$ cat config.mk
export PLATFORM = sky130hd
export DESIGN_NAME = lru_cache_hit_tracker
export DESIGN_NICKNAME = d
export VERILOG_FILES = /design/src/rtl/core/lruht_pkg.sv /design/src/rtl/core/lru_cache_hit_tracker.sv /design/src/rtl/core/lruht_ctrl.sv /design/src/rtl/core/lruht_dp.sv
export SDC_FILE = /design/constraint.sdc
export NUM_CORES = 2
export LEC_CHECK = 0
export BUFFER_PORTS_ARGS = -buffer_cell sky130_fd_sc_hd__buf_2
export CAP_MARGIN = 30
export CORE_MARGIN = 3
export CORE_UTILIZATION = 55
export CTS_BUF_LIST = sky130_fd_sc_hd__clkbuf_4 sky130_fd_sc_hd__clkbuf_8 sky130_fd_sc_hd__clkbuf_16
export CTS_CLUSTER_DIAMETER = 30
export DETAILED_ROUTE_END_ITERATION = 6
export PLACE_DENSITY = 0.82
export SLEW_MARGIN = 15
export SYNTH_ARGS = -nofsm -noshare
export SYNTH_HDL_FRONTEND = slang
export SYNTH_SLANG_ARGS = --single-unit
export TNS_END_PERCENT = 10
$ cat constraint.sdc
create_clock -name clk -period 10.27 [get_ports clk]
set_clock_uncertainty 0.1 [all_clocks]
set_input_delay 1.027 -clock clk [delete_from_list [all_inputs] [get_ports clk]]
set_output_delay 1.027 -clock clk [all_outputs]
set_load 0.1 [all_outputs]
$ cat src/rtl/core/lruht_pkg.sv
// Shared types and constants for the LRU hit tracker.
// No dependencies; used by the controller, the datapath and the top level.
package lruht_pkg;

  // Fixed widths of the port fields.
  localparam int KEY_W = 64;
  localparam int CAP_W = 5;

  // Defaults for the top-level parameters.
  localparam int DEF_MAX_ENTRIES = 16;
  localparam int DEF_KEY_BITS    = 64;

  // Capacity register value after reset.
  localparam logic [CAP_W-1:0] CAP_RESET = 5'd16;

  // Controller states.
  typedef enum logic [1:0] {
    ST_IDLE,
    ST_LOOKUP,
    ST_UPDATE,
    ST_HOLD
  } state_t;

  // Commands from the controller to the datapath.
  typedef struct packed {
    logic load_input;
    logic lookup;
    logic update;
    logic load_output;
  } cmd_t;

endpackage

$ cat src/rtl/core/lru_cache_hit_tracker.sv
// Fully associative LRU hit tracker. Each input beat carries one key and yields one
// result beat saying whether the key was held; a miss inserts it, evicting the least
// recently used key once the configured capacity is reached. Each item passes a parallel
// tag compare and then a rank update; while the output drains freely the next key is taken
// during the update of the last one, not before it, and a stalled output holds the block
// after its update until the result register frees. A capacity write empties
// the store and must only be issued while the block is idle.
// Depends on lruht_pkg, lruht_ctrl and lruht_dp.
module lru_cache_hit_tracker #(
  parameter int MAX_ENTRIES = lruht_pkg::DEF_MAX_ENTRIES,
  parameter int KEY_BITS    = lruht_pkg::DEF_KEY_BITS
) (
  input  logic                        clk,
  input  logic                        rst,
  input  logic                        cfg_wr_en,
  input  logic [lruht_pkg::CAP_W-1:0] cfg_wr_data,
  input  logic                        in_valid,
  output logic                        in_stall,
  input  logic [lruht_pkg::KEY_W-1:0] access_key,
  input  logic                        last_of_history,
  output logic                        out_valid,
  input  logic                        out_stall,
  output logic                        hit,
  output logic                        last_out
);

  lruht_pkg::cmd_t cmd;

  // Sequencer.
  lruht_ctrl u_ctrl (
    .clk       (clk),
    .rst       (rst),
    .in_valid  (in_valid),
    .in_stall  (in_stall),
    .out_valid (out_valid),
    .out_stall (out_stall),
    .cmd       (cmd)
  );

  // Tag store and result datapath.
  lruht_dp #(
    .MAX_ENTRIES (MAX_ENTRIES),
    .KEY_BITS    (KEY_BITS)
  ) u_dp (
    .clk             (clk),
    .rst             (rst),
    .cfg_wr_en       (cfg_wr_en),
    .cfg_wr_data     (cfg_wr_data),
    .access_key      (access_key),
    .last_of_history (last_of_history),
    .cmd             (cmd),
    .hit             (hit),
    .last_out        (last_out)
  );

endmodule

$ cat src/rtl/core/lruht_ctrl.sv
// Controller of the LRU hit tracker: sequences lookup, update and result hand-off.
// Depends on lruht_pkg for the state and command types.
module lruht_ctrl (
  input  logic              clk,
  input  logic              rst,
  input  logic              in_valid,
  output logic              in_stall,
  output logic              out_valid,
  input  logic              out_stall,
  output lruht_pkg::cmd_t   cmd
);

  lruht_pkg::state_t state;
  lruht_pkg::state_t state_next;
  logic              out_free;

  // The result register can take a new beat when empty or being drained.
  assign out_free = !out_valid || !out_stall;

  // State register.
  always_ff @(posedge clk) begin
    if (rst) begin
      state <= lruht_pkg::ST_IDLE;
    end else begin
      state <= state_next;
    end
  end

  // Next state and commands.
  always_comb begin
    state_next      = state;
    in_stall        = 1'b1;
    cmd.load_input  = 1'b0;
    cmd.lookup      = 1'b0;
    cmd.update      = 1'b0;
    cmd.load_output = 1'b0;
    unique case (state)
      lruht_pkg::ST_IDLE: begin
        in_stall = rst;
        if (in_valid && !rst) begin
          cmd.load_input = 1'b1;
          state_next     = lruht_pkg::ST_LOOKUP;
        end
      end
      lruht_pkg::ST_LOOKUP: begin
        cmd.lookup = 1'b1;
        state_next = lruht_pkg::ST_UPDATE;
      end
      lruht_pkg::ST_UPDATE: begin
        cmd.update = 1'b1;
        if (out_free) begin
          // Hand the result over and take the next beat in the same cycle.
          cmd.load_output = 1'b1;
          in_stall        = 1'b0;
          if (in_valid) begin
            cmd.load_input = 1'b1;
            state_next     = lruht_pkg::ST_LOOKUP;
          end else begin
            state_next = lruht_pkg::ST_IDLE;
          end
        end else begin
          state_next = lruht_pkg::ST_HOLD;
        end
      end
      lruht_pkg::ST_HOLD: begin
        if (out_free) begin
          cmd.load_output = 1'b1;
          state_next      = lruht_pkg::ST_IDLE;
        end
      end
      default: begin
        state_next = lruht_pkg::ST_IDLE;
      end
    endcase
  end

  // Result valid flag.
  always_ff @(posedge clk) begin
    if (rst) begin
      out_valid <= 1'b0;
    end else if (cmd.load_output) begin
      out_valid <= 1'b1;
    end else if (!out_stall) begin
      out_valid <= 1'b0;
    end
  end

endmodule

$ cat src/rtl/core/lruht_dp.sv
// Datapath of the LRU hit tracker: tag store, recency ranks, compare and result register.
// Depends on lruht_pkg for widths, the capacity reset value and the command type.
module lruht_dp #(
  parameter int MAX_ENTRIES = lruht_pkg::DEF_MAX_ENTRIES,
  parameter int KEY_BITS    = lruht_pkg::DEF_KEY_BITS
) (
  input  logic                        clk,
  input  logic                        rst,
  input  logic                        cfg_wr_en,
  input  logic [lruht_pkg::CAP_W-1:0] cfg_wr_data,
  input  logic [lruht_pkg::KEY_W-1:0] access_key,
  input  logic                        last_of_history,
  input  lruht_pkg::cmd_t             cmd,
  output logic                        hit,
  output logic                        last_out
);

  localparam int IDX_W = (MAX_ENTRIES > 1) ? $clog2(MAX_ENTRIES) : 1;
  localparam int AGE_W = IDX_W;
  localparam int OCC_W = $clog2(MAX_ENTRIES + 1);
  localparam int CMP_W = (OCC_W > lruht_pkg::CAP_W) ? OCC_W : lruht_pkg::CAP_W;

  // Stored state.
  logic [KEY_BITS-1:0]         entry_keys [MAX_ENTRIES];
  logic [MAX_ENTRIES-1:0]      entry_valid;
  logic [AGE_W-1:0]            entry_age  [MAX_ENTRIES];
  logic [OCC_W-1:0]            occupancy;
  logic [lruht_pkg::CAP_W-1:0] capacity;

  // Current beat and lookup decision.
  logic [KEY_BITS-1:0]         cur_key;
  logic                        cur_last;
  logic                        res_hit;
  logic [IDX_W-1:0]            slot;
  logic [AGE_W-1:0]            limit;
  logic                        fill;

  // Lookup logic.
  logic [MAX_ENTRIES-1:0]      match;
  logic [IDX_W-1:0]            hit_idx;
  logic [IDX_W-1:0]            free_idx;
  logic [IDX_W-1:0]            victim_idx;
  logic [OCC_W-1:0]            occ_m1;
  logic [CMP_W-1:0]            cap_wide;
  logic [OCC_W-1:0]            live_cap;
  logic                        any_hit;
  logic                        has_room;

  // Effective capacity: zero means one, large values saturate to the store size.
  always_comb begin
    cap_wide = CMP_W'(capacity);
    if (cap_wide == '0) begin
      live_cap = OCC_W'(1);
    end else if (cap_wide > CMP_W'(MAX_ENTRIES)) begin
      live_cap = OCC_W'(MAX_ENTRIES);
    end else begin
      live_cap = cap_wide[OCC_W-1:0];
    end
  end

  assign has_room = occupancy < live_cap;
  assign occ_m1   = occupancy - OCC_W'(1);

  // Parallel compare across all entries; lowest index wins each search.
  // Valid ranks are distinct, so the victim is the entry ranked occupancy minus one.
  always_comb begin
    match      = '0;
    hit_idx    = '0;
    free_idx   = '0;
    victim_idx = '0;
    for (int i = MAX_ENTRIES - 1; i >= 0; i--) begin
      match[i] = entry_valid[i] && (entry_keys[i] == cur_key);
      if (match[i]) begin
        hit_idx = IDX_W'(i);
      end
      if (!entry_valid[i]) begin
        free_idx = IDX_W'(i);
      end
      if (entry_valid[i] && (OCC_W'(entry_age[i]) == occ_m1)) begin
        victim_idx = IDX_W'(i);
      end
    end
  end

  assign any_hit = |match;

  // Input beat capture.
  always_ff @(posedge clk) begin
    if (cmd.load_input) begin
      cur_key  <= access_key[KEY_BITS-1:0];
      cur_last <= last_of_history;
    end
  end

  // Lookup decision register.
  always_ff @(posedge clk) begin
    if (cmd.lookup) begin
      res_hit <= any_hit;
      fill    <= !any_hit && has_room;
      if (any_hit) begin
        slot  <= hit_idx;
        limit <= entry_age[hit_idx];
      end else if (has_room) begin
        slot  <= free_idx;
        limit <= entry_age[victim_idx];
      end else begin
        slot  <= victim_idx;
        limit <= entry_age[victim_idx];
      end
    end
  end

  // Capacity register.
  always_ff @(posedge clk) begin
    if (rst) begin
      capacity <= lruht_pkg::CAP_RESET;
    end else if (cfg_wr_en) begin
      capacity <= cfg_wr_data;
    end
  end

  // Valid marks, ranks and occupancy; a capacity write empties the store.
  always_ff @(posedge clk) begin
    if (rst || cfg_wr_en) begin
      entry_valid <= '0;
      occupancy   <= '0;
      for (int i = 0; i < MAX_ENTRIES; i++) begin
        entry_age[i] <= '0;
      end
    end else if (cmd.update) begin
      for (int i = 0; i < MAX_ENTRIES; i++) begin
        if (IDX_W'(i) == slot) begin
          entry_valid[i] <= 1'b1;
          entry_age[i]   <= '0;
        end else if (entry_valid[i] && (fill || (entry_age[i] < limit))) begin
          entry_age[i] <= entry_age[i] + AGE_W'(1);
        end
      end
      if (fill) begin
        occupancy <= occupancy + OCC_W'(1);
      end
    end
  end

  // Tag write on a miss.
  always_ff @(posedge clk) begin
    if (cmd.update && !res_hit) begin
      entry_keys[slot] <= cur_key;
    end
  end

  // Result register.
  always_ff @(posedge clk) begin
    if (cmd.load_output) begin
      hit      <= res_hit;
      last_out <= cur_last;
    end
  end

endmodule

* Yosys cells after proc, flatten, opt, wreduce, memory -nomap -nowiden
Memories as Yosys holds them, arrays and structs flattened. Cells that the tools add are included. Widths: inputs -> output; s select.
Operators by class: bitwise gates (word level) 32, multiplexer cells 250, reductions and logical operators 97, order comparisons 18, add/sub/neg operators 18, equal/unequal tests 53
Operator list (count):
- $eq 64x64->1 | 16
- $mux 4 | 83
- $mux 1 | 159
- $eq 4x5->1 | 16
- $add 4x1->4 const B | 16
- $lt 4x4->1 | 16
- $logic_and 1x1->1 | 51
- $reduce_and 2->1 | 18
- $eq 4x4->1 const A | 8
- $or 1x1->1 | 32
- $logic_or 1x1->1 | 18
- $eq 3x4->1 const A | 4
- $reduce_or 16->1 | 1
- $mux 5 | 2
- $eq 2x4->1 const A | 2
- $pmux 2 s4 | 1
- $mux 2 | 3
- $ne 2x1->1 const B | 3
- $add 5x1->5 const B | 1
- $gt 5x5->1 const B | 1
- $logic_not 1->1 | 5
- $logic_not 5->1 | 1
- $lt 5x5->1 | 1
- $sub 5x1->5 const B | 1
- other kinds (7) | 9
Storage, ports and cells: output and inout bits 4, memories kept 2, register bits 106, input bits 75, logic and storage cells 498, memory bits (writable) 1088
Memories:
- u_dp.entry_keys | depth 16, width 64, rd ports 16, clocked after memory_dff 0, wr ports 1, RTL line lruht_dp.sv:24 | logic [KEY_BITS-1:0] entry_keys [MAX_ENTRIES];
- u_dp.entry_age | depth 16, width 4, rd ports 18, clocked after memory_dff 0, wr ports 16, RTL line lruht_dp.sv:26 | logic [AGE_W-1:0] entry_age [MAX_ENTRIES];

* Logic depth before layout (Yosys ltp)
depth in word-level cells 21, depth in mapped cells 20, mapped depth without buffers 14

* Cells and area by module
A second synthesis with hierarchy kept.
Unflattened totals: cells, all modules 3714, area, all modules 53845.4 µm²
By module, submodules not included:
- lruht_dp | instances 1, area an instance 53701.5 µm², sequential area each 35504.1 µm², cells an instance 3698
- lruht_ctrl | instances 1, area an instance 143.9 µm², sequential area each 60.1 µm², cells an instance 16

* Least setup slack after synthesis
OpenSTA, ideal clock, no wires.
path type reg-to-reg, start point reg u_dp.slot[0], end point mem u_dp.entry_keys[9][0] (netlist bit), enable pin, required time 9.684 ns, path buffers 2, stages on the path, launching flop included 7, setup slack 5.715 ns, period minus slack after synthesis 4.555 ns, arrival time 3.968 ns, setup time 0.486 ns, path through edfxtp_1 > clkbuf_1 > nor2b_1 > nor2b_1 > clkbuf_1 > nand2_1 > nor2_1
RTL lines:
- from (decl) | RTL line lruht_dp.sv:34 | logic [IDX_W-1:0] slot;
- from (signal assigned) | RTL line lruht_dp.sv:101 | slot <= hit_idx;
- from (signal assigned) | RTL line lruht_dp.sv:104 | slot <= free_idx;
- from (signal assigned) | RTL line lruht_dp.sv:107 | slot <= victim_idx;
- to (decl) | RTL line lruht_dp.sv:24
Straight into the memory's write port.

* Final worst setup path
start point reg u_dp.cur_key[30], end point reg u_dp.limit[1] (data pin)
Between the ends: cells in the longest elaborated chain, start to end 20, elaborated cells between the ends (all ways) 51, those cells by class eq/ne (16); mux (17); reduce/logical (17); memory (1)
RTL lines:
- from (decl) | RTL line lruht_dp.sv:31 | logic [KEY_BITS-1:0] cur_key;
- from (signal assigned) | RTL line lruht_dp.sv:90 | cur_key <= access_key[KEY_BITS-1:0];
- $eq 64x64->1 | RTL line lruht_dp.sv:72 | match[i] = entry_valid[i] && (entry_keys[i] == cur_key);
- $logic_and 1x1->1 | RTL line lruht_dp.sv:72
- $mux 4 (16 in series) | RTL line lruht_dp.sv:73 | if (match[i]) begin
- $mem_v2 16x4
- $mux 4 (*) | RTL line lruht_dp.sv:100 | if (any_hit) begin
- to (signal assigned) | RTL line lruht_dp.sv:102 | limit <= entry_age[hit_idx];
- to (signal assigned) | RTL line lruht_dp.sv:105 | limit <= entry_age[victim_idx];
- to (signal assigned) | RTL line lruht_dp.sv:108 | limit <= entry_age[victim_idx];
- to (decl) | RTL line lruht_dp.sv:35 | logic [AGE_W-1:0] limit;
Every way passes the cells marked *; elsewhere a longest branch is shown, timed or not. A chain may end at the register's enable or synchronous reset.

==> metrics.yaml <==
rsz0062_at_grt: "no"
drc: 0
synthCells: 4619
track_usage: 0.361
syn_nets: 4764
layout_common_cells: "1165 x edfxtp_1, 465 x xor2_1, 411 x nand2b_1"
gr-total-overflow: 0
num_rows: 119
grt_max_degree: 65
power_density_mw_per_mm2: 198
cap_violations: 0
synth-seq-cells: 1194
ant_nets: 0
antenna_found_initial: 3
nets: 5045
die_h_um: 334
place_ws_ns: 4.90
cts_tree: "yes"
core_area_mm2: 0.106
tns_ns: 0
synth_ff_type: "edfxtp_1"
fin_ws_ns: 4.83
max_freq_mhz: 184
status: "finished clean"
num_io_pins: 79
crit_path_end_kind: "flip-flop"
drv_slew: 0
clock_latency_ns: 0.83
cp.required_ns: 10.80
p_int_mw: 10.5
final_common_cell: "edfxtp_1"
startpoint_type: "flip-flop"
via_per_inst: 6.71
netlist-cell-type-count: 91
syn_to_final_growth_pct: 17.9
wl_per_cell_um: 31.6
io_buffers: 78
postCtsResizedCells: 0
clk_pin_slew_ns: 0.05
drtPass1Iterations: 7
final_layout_size_suffix_gt1_frac: 0.142
grt_pass1_vias: 42700
min_period_ns: 5.44
yosysWarnings: 0
pwr-share-seq: 0.392
crit_type: "reg2reg"
initial_core_util: 0.559
final-setup-viol-count: 0
hold_violations: 0
worst_pin_slew_ns: 1.04
cts.hold.buffers_added: 0
synth_edf_count: 1165
cts_buffer_depth: 3
comb_power_share: 0.052
cts_buffers: 228
p_sw_mw: 3.37
arrival_ns: 5.97
wl_um: 205000
cts.sinks: 1194
synth_area_mm2: 0.0593
die-area_mm2: 0.112
p_leak_nw: 23.9
avgSynthCellArea_um2: 12.8
ys_seq_area_frac: 0.599
gp_congestion: 1.03
die_w_um: 334
vias: 43600
worst_hold_path_type: "in2reg"
first_iter_violations: 6615
clkPwrFrac: 0.556
hpwl_um: 129000
relSlewSlack: 0.299
postSynth.asyncResetShare: 0
fillCellCount: 7393
clock-root-buffer: "clkbuf_16"
crit_fanout: 27
post_cts.repair.setup_buffers: 0
fin_crit_sh: 0.530
cts_max_level: 4
peakVddDrop_mv: 0.192
grt_first_pass_wirelength_um: 293000
p_sw_frac: 0.243
Yosys cell counts (33+ instances only):
library cell / number / area share
clkbuf_1: 33 / 0.0021
nor2b_1: 81 / 0.0085
nor4_1: 223 / 0.024
xnor2_1: 408 / 0.060
o21ai_0: 38 / 0.0032
nand4_1: 302 / 0.032
inv_1: 110 / 0.0070
edfxtp_1: 1165 / 0.59
nand2b_1: 411 / 0.043
buf_2: 123 / 0.010
mux2i_1: 47 / 0.0079
nand2_1: 160 / 0.010
o2111ai_1: 53 / 0.0078
xor2_1: 465 / 0.069
nand3_1: 129 / 0.011
a21oi_1: 63 / 0.0053
ha_1: 70 / 0.015
nor2_1: 192 / 0.012
nor3_1: 71 / 0.0060
or4_1: 47 / 0.0059
metal layers:
metal  wire length, µm  global-route usage  vias up
met5                 0                   0        -
met4             15400               0.237        0
met3             28400               0.100      845
met2             89200               0.540     3644
met1             72100               0.464    21100
li1                  -                   -    18000
power by group through the flow:
stage / Sequential (mW) / Combinational [mW] / Clock (mW)
after global placement: 5.52 / 0.668 / 0
after global routing: 5.43 / 0.738 / 7.97
after detailed placement: 5.52 / 0.679 / 0
after CTS: 5.43 / 0.689 / 7.72
final: 5.43 / 0.717 / 7.70
after floorplan: 5.52 / 0.376 / 0
final cells by class:
cell class                      instances  area [µm²]  area share
Clock inverter                        194        2290      0.0328
Tap cell                             1391        1740      0.0249
Clock buffer                          241        5800      0.0830
Inverter                              111         417     0.00596
Sequential cell                      1194       35600       0.508
Timing Repair Buffer                  238        1590      0.0228
Multi-Input combinational cell       3127       22500       0.322
Antenna cell                            3        7.51    0.000107
state kept, by name, indices dropped and copies added (netlist names), 2 cells and up:
signal / flops
u_dp.entry_keys: 1024
u_dp.cur_key: 64
u_dp.entry_age: 64
u_dp.entry_valid: 16
u_dp.cap_wide: 5
u_dp.occupancy: 5
u_dp.limit: 4
u_dp.slot: 4
u_ctrl.state: 2
logic make-up after synthesis:
group,Yosys count,share of synthesized area
simple gates,1779,0.175
flops,1194,0.599
xor+xnor,890,0.135
compound gates,321,0.0397
buf+inv,298,0.0233
fa+ha+maj,70,0.0148
mux,67,0.0125
critical path, cell delays in order, from the launching register on:
cell	delay, ns
edfxtp_1	0.75
buf_4	0.65
xnor2_1	0.20
nand4_1	0.13
or4_1	0.53
nor4_1	0.68
nand4_1	0.55
inv_1	0.21
nor2_1	0.08
a21boi_2	0.34
a211oi_2	0.13
buf_4	0.23
mux2i_1	0.12
a221o_1	0.38
a21oi_1	0.14
metrics by stage:
step	hold slack (ns)	util	instances	area, µm²	power [mW]
finish	0.269	0.659	6499	69900	13.8
global route	0.250	0.659	6496	69900	14.1
CTS	0.233	0.659	6493	69900	13.8
detailed placement	0.330	0.582	6058	61800	6.20
global placement	0.300	0.582	6052	61800	6.19
floorplan	0.300	-	4619	59300	5.90
worst paths after layout:
| path | startpoint | endpoint | slack (ns) | cells after the start |
|---|---|---|---|---|
| setup / recovery | u_dp.cur_key[30] | u_dp.limit[1] | 4.83 | 14 |
| hold / removal | access_key[10] | u_dp.cur_key[10] | 0.27 | 1 |
| setup reg to reg | u_dp.cur_key[30] | u_dp.limit[1] | 4.83 | 14 |
| hold reg to reg | u_dp.cur_last | u_dp.last_out | 0.34 | 0 |
Note: power is estimated with default switching activity, not from simulation.
